--- src/rtl/cia_pkg.sv ---
// Package for the checked integer ALU: opcodes, status codes, sequencer states
// and the control structs passed between the sequencer and the shared unit.
// No dependencies.
package cia_pkg;

   typedef enum logic [2:0] {
      CMD_ADD  = 3'd0,
      CMD_SUB  = 3'd1,
      CMD_MUL  = 3'd2,
      CMD_DIV  = 3'd3,
      CMD_MOD  = 3'd4,
      CMD_POW  = 3'd5,
      CMD_FACT = 3'd6
   } cmd_type;

   typedef enum logic [1:0] {
      ST_OK     = 2'd0,
      ST_OVF    = 2'd1,
      ST_DIV0   = 2'd2,
      ST_NEGFAC = 2'd3
   } status_type;

   typedef enum logic {
      UOP_MUL = 1'b0,
      UOP_DIV = 1'b1
   } unit_op_type;

   typedef enum logic [3:0] {
      S_IDLE,
      S_MUL_GO,
      S_MUL_WAIT,
      S_DIV_GO,
      S_DIV_WAIT,
      S_POW_TEST,
      S_POW_MUL_GO,
      S_POW_MUL_WAIT,
      S_POW_SQR_GO,
      S_POW_SQR_WAIT,
      S_FACT_TEST,
      S_FACT_GO,
      S_FACT_WAIT,
      S_DONE
   } state_type;

   typedef struct packed {
      logic        start;
      unit_op_type op;
   } unit_ctl_type;

   typedef struct packed {
      logic done;
      logic hi_nz;
   } unit_sts_type;

   typedef struct packed {
      logic start;
      logic ack;
   } ctrl_cmd_type;

   typedef struct packed {
      logic busy;
      logic res_valid;
   } ctrl_sts_type;

endpackage

--- src/rtl/cia_unit.sv ---
// Shared multi-cycle arithmetic unit: shift-add multiplier and restoring divider
// on unsigned magnitudes, both built round one double-width adder.
// Depends on cia_pkg.
module cia_unit import cia_pkg::*; #(
   parameter int DATA_WIDTH = 32
) (
   input  logic                  clock,
   input  logic                  reset,
   input  unit_ctl_type          ctl,
   input  logic [DATA_WIDTH-1:0] opa,
   input  logic [DATA_WIDTH-1:0] opb,
   output unit_sts_type          sts,
   output logic [DATA_WIDTH-1:0] res_lo,
   output logic [DATA_WIDTH-1:0] res_hi
);

   localparam int PW = 2 * DATA_WIDTH;
   localparam int CW = $clog2(DATA_WIDTH);

   logic                  busy_ff, busy_in;
   logic                  done_ff, done_in;
   unit_op_type           op_ff, op_in;
   logic [PW-1:0]         acc_ff, acc_in;
   logic [PW-1:0]         mcand_ff, mcand_in;
   logic [DATA_WIDTH-1:0] mplier_ff, mplier_in;
   logic [CW-1:0]         cnt_ff, cnt_in;

   logic [PW-1:0] shl_acc;
   logic [PW-1:0] add_x;
   logic [PW-1:0] add_y;
   logic          cin;
   logic [PW:0]   sum;

   // multiply: acc + multiplicand; divide: shifted remainder minus divisor
   always_comb begin
      shl_acc = {acc_ff[PW-2:0], 1'b0};
      if (op_ff == UOP_MUL) begin
         add_x = acc_ff;
         add_y = mcand_ff;
         cin   = 1'b0;
      end else begin
         add_x = {{DATA_WIDTH{1'b0}}, shl_acc[PW-1:DATA_WIDTH]};
         add_y = {{DATA_WIDTH{1'b1}}, ~mcand_ff[DATA_WIDTH-1:0]};
         cin   = 1'b1;
      end
      sum = {1'b0, add_x} + {1'b0, add_y} + {{PW{1'b0}}, cin};
   end

   always_comb begin
      busy_in   = busy_ff;
      done_in   = 1'b0;
      op_in     = op_ff;
      acc_in    = acc_ff;
      mcand_in  = mcand_ff;
      mplier_in = mplier_ff;
      cnt_in    = cnt_ff;
      if (ctl.start) begin
         busy_in   = 1'b1;
         op_in     = ctl.op;
         cnt_in    = '0;
         mplier_in = opb;
         if (ctl.op == UOP_MUL) begin
            acc_in   = '0;
            mcand_in = {{DATA_WIDTH{1'b0}}, opa};
         end else begin
            acc_in   = {{DATA_WIDTH{1'b0}}, opa};
            mcand_in = {{DATA_WIDTH{1'b0}}, opb};
         end
      end else if (busy_ff) begin
         case (op_ff)
            UOP_MUL: begin
               // stops as soon as no multiplier bits are left
               if (mplier_ff == '0) begin
                  busy_in = 1'b0;
                  done_in = 1'b1;
               end else begin
                  if (mplier_ff[0]) begin
                     acc_in = sum[PW-1:0];
                  end
                  mcand_in  = {mcand_ff[PW-2:0], 1'b0};
                  mplier_in = mplier_ff >> 1;
               end
            end
            UOP_DIV: begin
               if (sum[PW]) begin
                  acc_in = {sum[DATA_WIDTH-1:0], shl_acc[DATA_WIDTH-1:1], 1'b1};
               end else begin
                  acc_in = shl_acc;
               end
               cnt_in = cnt_ff + 1'b1;
               if (cnt_ff == CW'(DATA_WIDTH - 1)) begin
                  busy_in = 1'b0;
                  done_in = 1'b1;
               end
            end
            default: ;
         endcase
      end
   end

   always_ff @(posedge clock) begin
      if (reset) begin
         busy_ff <= 1'b0;
         done_ff <= 1'b0;
      end else begin
         busy_ff <= busy_in;
         done_ff <= done_in;
      end
   end

   always_ff @(posedge clock) begin
      op_ff     <= op_in;
      acc_ff    <= acc_in;
      mcand_ff  <= mcand_in;
      mplier_ff <= mplier_in;
      cnt_ff    <= cnt_in;
   end

   assign sts.done  = done_ff;
   assign sts.hi_nz = |acc_ff[PW-1:DATA_WIDTH];
   assign res_lo    = acc_ff[DATA_WIDTH-1:0];
   assign res_hi    = acc_ff[PW-1:DATA_WIDTH];

   a_start_when_idle: assert property (@(posedge clock) disable iff (reset)
      ctl.start |-> !busy_ff)
      else $error("unit started while busy");

   a_done_single: assert property (@(posedge clock) disable iff (reset)
      done_ff |=> !done_ff)
      else $error("unit done held for more than one cycle");

   a_rem_below_divisor: assert property (@(posedge clock) disable iff (reset)
      (done_ff && op_ff == UOP_DIV) |->
         (acc_ff[PW-1:DATA_WIDTH] < mcand_ff[DATA_WIDTH-1:0]))
      else $error("remainder not below divisor");

endmodule

--- src/rtl/cia_ctrl.sv ---
// Sequencer of the checked integer ALU: decodes the opcode, runs the multiply,
// divide, power and factorial loops on the shared unit and forms result and status.
// Depends on cia_pkg; drives cia_unit.
module cia_ctrl import cia_pkg::*; #(
   parameter int DATA_WIDTH = 32
) (
   input  logic                  clock,
   input  logic                  reset,
   input  ctrl_cmd_type          ccmd,
   input  cmd_type               op_cmd,
   input  logic [DATA_WIDTH-1:0] op_a,
   input  logic [DATA_WIDTH-1:0] op_b,
   output ctrl_sts_type          csts,
   output logic [DATA_WIDTH-1:0] result,
   output status_type            status,
   output unit_ctl_type          uctl,
   output logic [DATA_WIDTH-1:0] uopa,
   output logic [DATA_WIDTH-1:0] uopb,
   input  unit_sts_type          usts,
   input  logic [DATA_WIDTH-1:0] ulo,
   input  logic [DATA_WIDTH-1:0] uhi
);

   localparam logic [DATA_WIDTH-1:0] ONE  = DATA_WIDTH'(1);
   localparam logic [DATA_WIDTH-1:0] TWO  = DATA_WIDTH'(2);
   localparam logic [DATA_WIDTH-1:0] ONES = {DATA_WIDTH{1'b1}};
   localparam logic [DATA_WIDTH-1:0] SMAX = {1'b0, {(DATA_WIDTH-1){1'b1}}};
   localparam logic [DATA_WIDTH-1:0] SMIN = {1'b1, {(DATA_WIDTH-1){1'b0}}};

   state_type             state_ff, state_in;
   cmd_type               cmd_ff, cmd_in;
   logic [DATA_WIDTH-1:0] a_ff, a_in;
   logic [DATA_WIDTH-1:0] b_ff, b_in;
   logic [DATA_WIDTH-1:0] acc_ff, acc_in;
   logic [DATA_WIDTH-1:0] base_ff, base_in;
   logic [DATA_WIDTH-1:0] expo_ff, expo_in;
   logic [DATA_WIDTH-1:0] idx_ff, idx_in;
   logic                  big_ff, big_in;
   logic                  base_big_ff, base_big_in;
   logic                  neg_ff, neg_in;
   logic [DATA_WIDTH-1:0] res_ff, res_in;
   status_type            status_ff, status_in;

   logic                  a_neg, b_neg, sgn_diff;
   logic [DATA_WIDTH-1:0] ma, mb, op_ma;
   logic [DATA_WIDTH-1:0] add_r, sub_r;
   logic [DATA_WIDTH-1:0] mul_lim, pow_lim, rem_s;
   logic [DATA_WIDTH-1:0] imm_res;
   status_type            imm_status;

   always_comb begin
      a_neg    = a_ff[DATA_WIDTH-1];
      b_neg    = b_ff[DATA_WIDTH-1];
      sgn_diff = a_neg ^ b_neg;
      ma       = a_neg ? (~a_ff + ONE) : a_ff;
      mb       = b_neg ? (~b_ff + ONE) : b_ff;
      op_ma    = op_a[DATA_WIDTH-1] ? (~op_a + ONE) : op_a;
      mul_lim  = sgn_diff ? SMIN : SMAX;
      pow_lim  = neg_ff ? SMIN : SMAX;
      rem_s    = a_neg ? (~uhi + ONE) : uhi;
      add_r    = op_a + op_b;
      sub_r    = op_a - op_b;
   end

   // results settled in the beat cycle: add, sub, negative-exponent pow, errors
   always_comb begin
      imm_res    = '0;
      imm_status = ST_OK;
      case (op_cmd)
         CMD_ADD: begin
            imm_res = add_r;
            if (op_a[DATA_WIDTH-1] == op_b[DATA_WIDTH-1] &&
                add_r[DATA_WIDTH-1] != op_a[DATA_WIDTH-1]) begin
               imm_status = ST_OVF;
            end
         end
         CMD_SUB: begin
            imm_res = sub_r;
            if (op_a[DATA_WIDTH-1] != op_b[DATA_WIDTH-1] &&
                sub_r[DATA_WIDTH-1] != op_a[DATA_WIDTH-1]) begin
               imm_status = ST_OVF;
            end
         end
         CMD_DIV, CMD_MOD: begin
            if (op_b == '0) begin
               imm_status = ST_DIV0;
            end
         end
         CMD_POW: begin
            // only used for a negative exponent
            if (op_a == ONE) begin
               imm_res = ONE;
            end else if (op_a == ONES) begin
               imm_res = op_b[0] ? ONES : ONE;
            end else begin
               imm_status = ST_OVF;
            end
         end
         CMD_FACT: begin
            imm_status = ST_NEGFAC;
         end
         default: ;
      endcase
   end

   always_comb begin : next_state
      state_in = state_ff;
      case (state_ff)
         S_IDLE: begin
            if (ccmd.start) begin
               case (op_cmd)
                  CMD_MUL:          state_in = S_MUL_GO;
                  CMD_DIV, CMD_MOD: state_in = (op_b == '0) ? S_DONE : S_DIV_GO;
                  CMD_POW:  state_in = op_b[DATA_WIDTH-1] ? S_DONE : S_POW_TEST;
                  CMD_FACT: state_in = op_a[DATA_WIDTH-1] ? S_DONE : S_FACT_TEST;
                  default:          state_in = S_DONE;
               endcase
            end
         end
         S_MUL_GO:   state_in = S_MUL_WAIT;
         S_MUL_WAIT: if (usts.done) state_in = S_DONE;
         S_DIV_GO:   state_in = S_DIV_WAIT;
         S_DIV_WAIT: if (usts.done) state_in = S_DONE;
         S_POW_TEST: begin
            if (expo_ff == '0) begin
               state_in = S_DONE;
            end else if (expo_ff[0]) begin
               state_in = S_POW_MUL_GO;
            end else begin
               state_in = S_POW_SQR_GO;
            end
         end
         S_POW_MUL_GO: state_in = S_POW_MUL_WAIT;
         S_POW_MUL_WAIT: begin
            if (usts.done) begin
               state_in = (expo_ff[DATA_WIDTH-1:1] == '0) ? S_POW_TEST : S_POW_SQR_GO;
            end
         end
         S_POW_SQR_GO:   state_in = S_POW_SQR_WAIT;
         S_POW_SQR_WAIT: if (usts.done) state_in = S_POW_TEST;
         S_FACT_TEST: begin
            if (idx_ff > a_ff || acc_ff == '0) begin
               state_in = S_DONE;
            end else begin
               state_in = S_FACT_GO;
            end
         end
         S_FACT_GO:   state_in = S_FACT_WAIT;
         S_FACT_WAIT: if (usts.done) state_in = S_FACT_TEST;
         S_DONE:      if (ccmd.ack) state_in = S_IDLE;
         default:     state_in = S_IDLE;
      endcase
   end

   always_comb begin : outputs
      uctl.start = 1'b0;
      uctl.op    = UOP_MUL;
      uopa       = ma;
      uopb       = mb;
      case (state_ff)
         S_MUL_GO: begin
            uctl.start = 1'b1;
         end
         S_DIV_GO: begin
            uctl.start = 1'b1;
            uctl.op    = UOP_DIV;
         end
         S_POW_MUL_GO: begin
            uctl.start = 1'b1;
            uopa       = base_ff;
            uopb       = acc_ff;
         end
         S_POW_SQR_GO: begin
            uctl.start = 1'b1;
            uopa       = base_ff;
            uopb       = base_ff;
         end
         S_FACT_GO: begin
            // small factor as multiplier keeps the step short
            uctl.start = 1'b1;
            uopa       = acc_ff;
            uopb       = idx_ff;
         end
         default: ;
      endcase
      csts.busy      = (state_ff != S_IDLE);
      csts.res_valid = (state_ff == S_DONE);
      result         = res_ff;
      status         = status_ff;
   end

   always_comb begin : data_next
      cmd_in      = cmd_ff;
      a_in        = a_ff;
      b_in        = b_ff;
      acc_in      = acc_ff;
      base_in     = base_ff;
      expo_in     = expo_ff;
      idx_in      = idx_ff;
      big_in      = big_ff;
      base_big_in = base_big_ff;
      neg_in      = neg_ff;
      res_in      = res_ff;
      status_in   = status_ff;
      case (state_ff)
         S_IDLE: begin
            if (ccmd.start) begin
               cmd_in      = op_cmd;
               a_in        = op_a;
               b_in        = op_b;
               acc_in      = ONE;
               base_in     = op_ma;
               expo_in     = op_b;
               idx_in      = TWO;
               big_in      = 1'b0;
               base_big_in = 1'b0;
               neg_in      = op_a[DATA_WIDTH-1] & op_b[0];
               res_in      = imm_res;
               status_in   = imm_status;
            end
         end
         S_MUL_WAIT: begin
            if (usts.done) begin
               res_in    = sgn_diff ? (~ulo + ONE) : ulo;
               status_in = (usts.hi_nz || ulo > mul_lim) ? ST_OVF : ST_OK;
            end
         end
         S_DIV_WAIT: begin
            if (usts.done) begin
               status_in = ST_OK;
               if (cmd_ff == CMD_DIV) begin
                  res_in = sgn_diff ? (~ulo + ONE) : ulo;
                  // most negative by minus one wraps
                  if (a_ff == SMIN && b_ff == ONES) begin
                     status_in = ST_OVF;
                  end
               end else begin
                  // floored: a non-zero remainder takes the divisor's sign
                  res_in = (uhi != '0 && sgn_diff) ? (rem_s + b_ff) : rem_s;
               end
            end
         end
         S_POW_TEST: begin
            if (expo_ff == '0) begin
               res_in    = neg_ff ? (~acc_ff + ONE) : acc_ff;
               status_in = (big_ff || acc_ff > pow_lim) ? ST_OVF : ST_OK;
            end
         end
         S_POW_MUL_WAIT: begin
            if (usts.done) begin
               acc_in = ulo;
               big_in = big_ff | base_big_ff | usts.hi_nz;
               if (expo_ff[DATA_WIDTH-1:1] == '0) begin
                  expo_in = '0;
               end
            end
         end
         S_POW_SQR_WAIT: begin
            if (usts.done) begin
               base_in     = ulo;
               base_big_in = base_big_ff | usts.hi_nz;
               expo_in     = expo_ff >> 1;
            end
         end
         S_FACT_TEST: begin
            if (idx_ff > a_ff || acc_ff == '0) begin
               res_in    = acc_ff;
               status_in = (big_ff || acc_ff > SMAX) ? ST_OVF : ST_OK;
            end
         end
         S_FACT_WAIT: begin
            if (usts.done) begin
               acc_in = ulo;
               big_in = big_ff | usts.hi_nz;
               idx_in = idx_ff + ONE;
            end
         end
         default: ;
      endcase
   end

   always_ff @(posedge clock) begin
      if (reset) begin
         state_ff <= S_IDLE;
      end else begin
         state_ff <= state_in;
      end
   end

   always_ff @(posedge clock) begin
      cmd_ff      <= cmd_in;
      a_ff        <= a_in;
      b_ff        <= b_in;
      acc_ff      <= acc_in;
      base_ff     <= base_in;
      expo_ff     <= expo_in;
      idx_ff      <= idx_in;
      big_ff      <= big_in;
      base_big_ff <= base_big_in;
      neg_ff      <= neg_in;
      res_ff      <= res_in;
      status_ff   <= status_in;
   end

   a_beat_when_idle: assert property (@(posedge clock) disable iff (reset)
      ccmd.start |-> state_ff == S_IDLE)
      else $error("beat taken while sequencer busy");

   a_done_in_wait: assert property (@(posedge clock) disable iff (reset)
      usts.done |-> (state_ff == S_MUL_WAIT || state_ff == S_DIV_WAIT ||
                     state_ff == S_POW_MUL_WAIT || state_ff == S_POW_SQR_WAIT ||
                     state_ff == S_FACT_WAIT))
      else $error("unit finished outside a wait state");

   a_result_held: assert property (@(posedge clock) disable iff (reset)
      (state_ff == S_DONE && !ccmd.ack) |=>
         (state_ff == S_DONE && $stable(res_ff) && $stable(status_ff)))
      else $error("finished result changed before hand-off");

endmodule

--- src/rtl/checked_integer_alu_top.sv ---
// Top level of the checked integer ALU: request and response handshakes, operand
// sizing and the response register.
// Depends on cia_pkg, cia_unit and cia_ctrl.

// Checked integer ALU. One request beat carries an opcode (add, sub, mul,
// truncating div, floored mod, power, factorial) and two signed 32-bit
// operands; one response beat returns the DATA_WIDTH-bit result, sign-extended
// or truncated to 32 bits, and a status (ok, overflow, divide by zero,
// negative factorial operand). Overflow returns the wrapped low bits. One item
// is in work at a time and req_stall is high until its result has moved into
// the response register, which then holds it while the next request is taken.
// Work per opcode, with W = DATA_WIDTH: add, sub, unused opcode and error cases
// need no unit work; mul stops once the bits of |operand_b| are used up; div
// and mod take all W quotient bits; power runs one test per exponent bit, one
// squaring per exponent bit below the top one and one multiply per set bit;
// factorial runs one multiply per factor i, stopping once i passes operand_a
// or the low W bits reach zero (at most about W factors). All of this is set
// by the shared shift-add / restoring-divide unit, which retires one bit per
// cycle.
module checked_integer_alu_top import cia_pkg::*; #(
   parameter int DATA_WIDTH = 32
) (
   input  logic               clock,
   input  logic               reset,
   input  logic               req_valid,
   output logic               req_stall,
   input  logic [2:0]         req_cmd,
   input  logic signed [31:0] req_operand_a,
   input  logic signed [31:0] req_operand_b,
   output logic               rsp_valid,
   input  logic               rsp_stall,
   output logic signed [31:0] rsp_result,
   output logic [1:0]         rsp_status
);

   ctrl_cmd_type          ccmd;
   ctrl_sts_type          csts;
   unit_ctl_type          uctl;
   unit_sts_type          usts;
   logic [DATA_WIDTH-1:0] op_a, op_b;
   logic [DATA_WIDTH-1:0] res, uopa, uopb, ulo, uhi;
   status_type            status;

   logic               rsp_valid_ff, rsp_valid_in;
   logic signed [31:0] rsp_result_ff, rsp_result_in;
   logic [1:0]         rsp_status_ff, rsp_status_in;
   logic               load;

   // sign-extend or wrap to the working width
   assign op_a = DATA_WIDTH'(req_operand_a);
   assign op_b = DATA_WIDTH'(req_operand_b);

   assign req_stall  = csts.busy;
   assign ccmd.start = req_valid & ~csts.busy;
   assign load       = csts.res_valid & (~rsp_valid_ff | ~rsp_stall);
   assign ccmd.ack   = load;

   cia_ctrl #(
      .DATA_WIDTH(DATA_WIDTH)
   ) u_ctrl (
      .clock  (clock),
      .reset  (reset),
      .ccmd   (ccmd),
      .op_cmd (cmd_type'(req_cmd)),
      .op_a   (op_a),
      .op_b   (op_b),
      .csts   (csts),
      .result (res),
      .status (status),
      .uctl   (uctl),
      .uopa   (uopa),
      .uopb   (uopb),
      .usts   (usts),
      .ulo    (ulo),
      .uhi    (uhi)
   );

   cia_unit #(
      .DATA_WIDTH(DATA_WIDTH)
   ) u_unit (
      .clock  (clock),
      .reset  (reset),
      .ctl    (uctl),
      .opa    (uopa),
      .opb    (uopb),
      .sts    (usts),
      .res_lo (ulo),
      .res_hi (uhi)
   );

   always_comb begin
      rsp_valid_in  = rsp_valid_ff;
      rsp_result_in = rsp_result_ff;
      rsp_status_in = rsp_status_ff;
      if (load) begin
         rsp_valid_in  = 1'b1;
         rsp_result_in = 32'(signed'(res));
         rsp_status_in = status;
      end else if (!rsp_stall) begin
         rsp_valid_in = 1'b0;
      end
   end

   always_ff @(posedge clock) begin
      if (reset) begin
         rsp_valid_ff <= 1'b0;
      end else begin
         rsp_valid_ff <= rsp_valid_in;
      end
   end

   always_ff @(posedge clock) begin
      rsp_result_ff <= rsp_result_in;
      rsp_status_ff <= rsp_status_in;
   end

   assign rsp_valid  = rsp_valid_ff;
   assign rsp_result = rsp_result_ff;
   assign rsp_status = rsp_status_ff;

endmodule
--- config.mk ---
export PLATFORM = sky130hd
export DESIGN_NAME = checked_integer_alu_top
export DESIGN_NICKNAME = d
export VERILOG_FILES = /design/src/rtl/cia_pkg.sv /design/src/rtl/cia_unit.sv /design/src/rtl/cia_ctrl.sv /design/src/rtl/checked_integer_alu_top.sv
export SDC_FILE = /design/constraint.sdc
export NUM_CORES = 2
export LEC_CHECK = 0
export BUFFER_PORTS_ARGS = -buffer_cell sky130_fd_sc_hd__buf_4
export CELL_PAD_IN_SITES_DETAIL_PLACEMENT = 1
export CELL_PAD_IN_SITES_GLOBAL_PLACEMENT = 2
export CORE_MARGIN = 4
export CORE_UTILIZATION = 44
export CTS_CLUSTER_DIAMETER = 200
export DETAILED_ROUTE_END_ITERATION = 10
export PLACE_DENSITY = 0.91
export SLEW_MARGIN = 20
export SYNTH_ARGS = -nofsm -noshare
export SYNTH_HDL_FRONTEND = slang
export SYNTH_SLANG_ARGS = --single-unit
--- constraint.sdc ---
create_clock -name clock -period 18.9 [get_ports clock]
set_clock_uncertainty 0.05 [all_clocks]
set_input_delay 3.78 -clock clock [delete_from_list [all_inputs] [get_ports clock]]
set_output_delay 3.78 -clock clock [all_outputs]
set_load 0.01 [all_outputs]
==> impl_metrics.tcl <==
set metrics [dict create \
    status "completed" \
    worst_path_largest_cell_delay_ns 0.70 \
    syn_area_per_cell_um2 8.821 \
    cp_num_buf_inv 1 \
    path_delay_family "compound AO/OA/AOI/OAI gates" \
    finalSetupViolCount 0 \
    largestRegisters "u_unit.acc_ff (64), u_unit.mcand_ff (64)" \
    grt_antenna_before_repair 8 \
    synth_ff_type "edfxtp_1" \
    die_h_um 298.5 \
    clk_pin_slew_ns 0.07 \
    grt_overflow_total 0 \
    drtIter0Drc 4445 \
    area_growth_pct 10.08 \
    endpoint_kind "flop" \
    grtUsageTotal 0.3688 \
    slew_viol_final 0 \
    grt_pass1_vias 35597 \
    cts_root_buf "clkbuf_16" \
    fill_cells 9790 \
    drive_gt1_frac 0.09795 \
    fp.dieW_um 298.5 \
    nNetsFinal 4548 \
    synth.most_common_cell "edfxtp_1" \
    synth_top_area_cell "edfxtp_1" \
    routabilityCongestion 1.009 \
    io_pins 107 \
    worstSetupPathType "in -> reg" \
    cts_sinks 439 \
    cts_made_buffers 53 \
    postRouteAntennaNets 0 \
    arrival_ns 7.33 \
    dieArea_um2 89110 \
    drc 0 \
    worstSetupStartpointType "primary input" \
    drt-vias-per-instance 6.778 \
    ys_warn_count 0 \
    grt_pass1_wl_mm 245.0 \
    cts_tree "yes" \
    max-clock-path-buffers 3 \
    wl_mm 171.3 \
    cts_resized 0 \
    rsz0062_at_grt "no" \
    h-tree-depth 2 \
    fmax_mhz 142.6 \
    final.setup.tns_ns 0 \
    post-route-period-util 0.3710 \
    core_um2 83690 \
    period_needed_ns 7.012 \
    ys_seq_area_frac 0.3517 \
    ys_async_sr_fraction 0 \
    dr.pass1.iters 5 \
    grt_max_degree 97 \
    insertion_delay_ns 0.65 \
    crit_slowest_cell "a221oi_1" \
    synth_edf_count 427 \
    ctsHoldBuffers 0 \
    synth_nets 4556 \
    initial_core_util 0.4438 \
    netlist_instances 4210 \
    worstMarginPinSlew_ns 1.223 \
    final_cells 5385 \
    fin_util 0.4885 \
    worstHoldPathType "reg -> reg" \
    ys_ff_latch 439 \
    dp_cells 5281 \
    final-hold-violation-count 0 \
    rows 106 \
    cts_setup_buffers 0 \
    critical_path_required_ns 19.22 \
    rrSetupSlack_ns 12.00 \
    dpl.hpwl_mm 130.7 \
    post_drt_wl_per_cell_um 31.81 \
    synth_area_um2 37140 \
    synth_common_cells "edfxtp_1 (427), nand2_1 (393), nor2_1 (346)" \
    synth.distinct_cells 98 \
    cpMostUsedCell "a221oi_1" \
    vias 36498 \
    worstPathCellList "buf_4 > ha_1 > fa_1 > nor2b_1 > o21ai_0 > a211oi_1 > o311ai_1 > a221oi_1 > a221oi_1 > o41ai_1 > a21oi_1 > mux2i_1 > o211ai_1" \
    synth.top_cell.area_share 0.3453 \
    maxCapViolations 0 \
    cp_max_fo 6 \
    portBuffers 106 \
    slew_headroom 0.1773 \
    synth_area_leaders "edfxtp_1 (35%), ha_1 (9.1%), a21oi_1 (4.6%)" \
]
per-layer routing:
layer,routed length (um),vias to the layer above,GRT usage
met2,74080,2048,0.5670
li1,-,15765,-
met1,66410,18132,0.4701
met3,17520,551,0.08500
met5,12,-,0
met4,13290,2,0.2305
per-stage QoR:
step	setup slack [ns]	area (um2)	hold WS, ns
final	11.89	40880	0.3692
after detailed placement	11.23	39060	0.3563
after floorplan	11.95	37140	0.3503
after CTS	11.90	40860	0.3659
after global routing	11.61	40870	0.3770
after global placement	11.33	39060	0.3530
layout make-up:
cell class,count,area (um2),share of cell area
clock inverter,31,349.1,0.008539
inverter,142,535.5,0.01310
sequential,439,13060,0.3195
timing repair buffer,183,1374,0.03360
multi-input combinational,3383,22680,0.5548
antenna,4,10.01,0.0002448
clock buffer,69,1449,0.03544
tap,1134,1419,0.03471
path summary, 6_finish.rpt:
kind | cells past startpoint | startpoint | end
max reg2reg | 14 | u_unit.op_ff | u_unit.acc_ff[49]
max | 13 | req_operand_a[0] | u_ctrl.result[30]
min | 0 | u_ctrl.result[16] | rsp_result[16]
min reg2reg | 0 | u_ctrl.result[16] | rsp_result[16]
cell usage in the layout, fill, tap and decap left out, types with 73 or more instances in the layout:
cell type	synthesis	layout
nor3_1	75	73
xor2_1	159	158
inv_1	138	136
and2_1	76	76
nand2_1	393	391
a21oi_1	344	342
ha_1	271	271
nand4_1	88	88
o21ai_0	298	297
xnor2_1	156	156
edfxtp_1	427	427
buf_4	3	183
nor2_1	346	342
a21o_1	93	93
kinds of logic after synthesis:
family          synth area share
simple gates              0.1848
compound gates            0.2308
flops                     0.3517
buf+inv                  0.04019
xor+xnor                 0.07429
fa+ha+maj                0.09346
mux                      0.02480
Power is left out: the tool's default activity adds up to more than one toggle a clock period on the data nets, which glitch-free logic cannot reach.
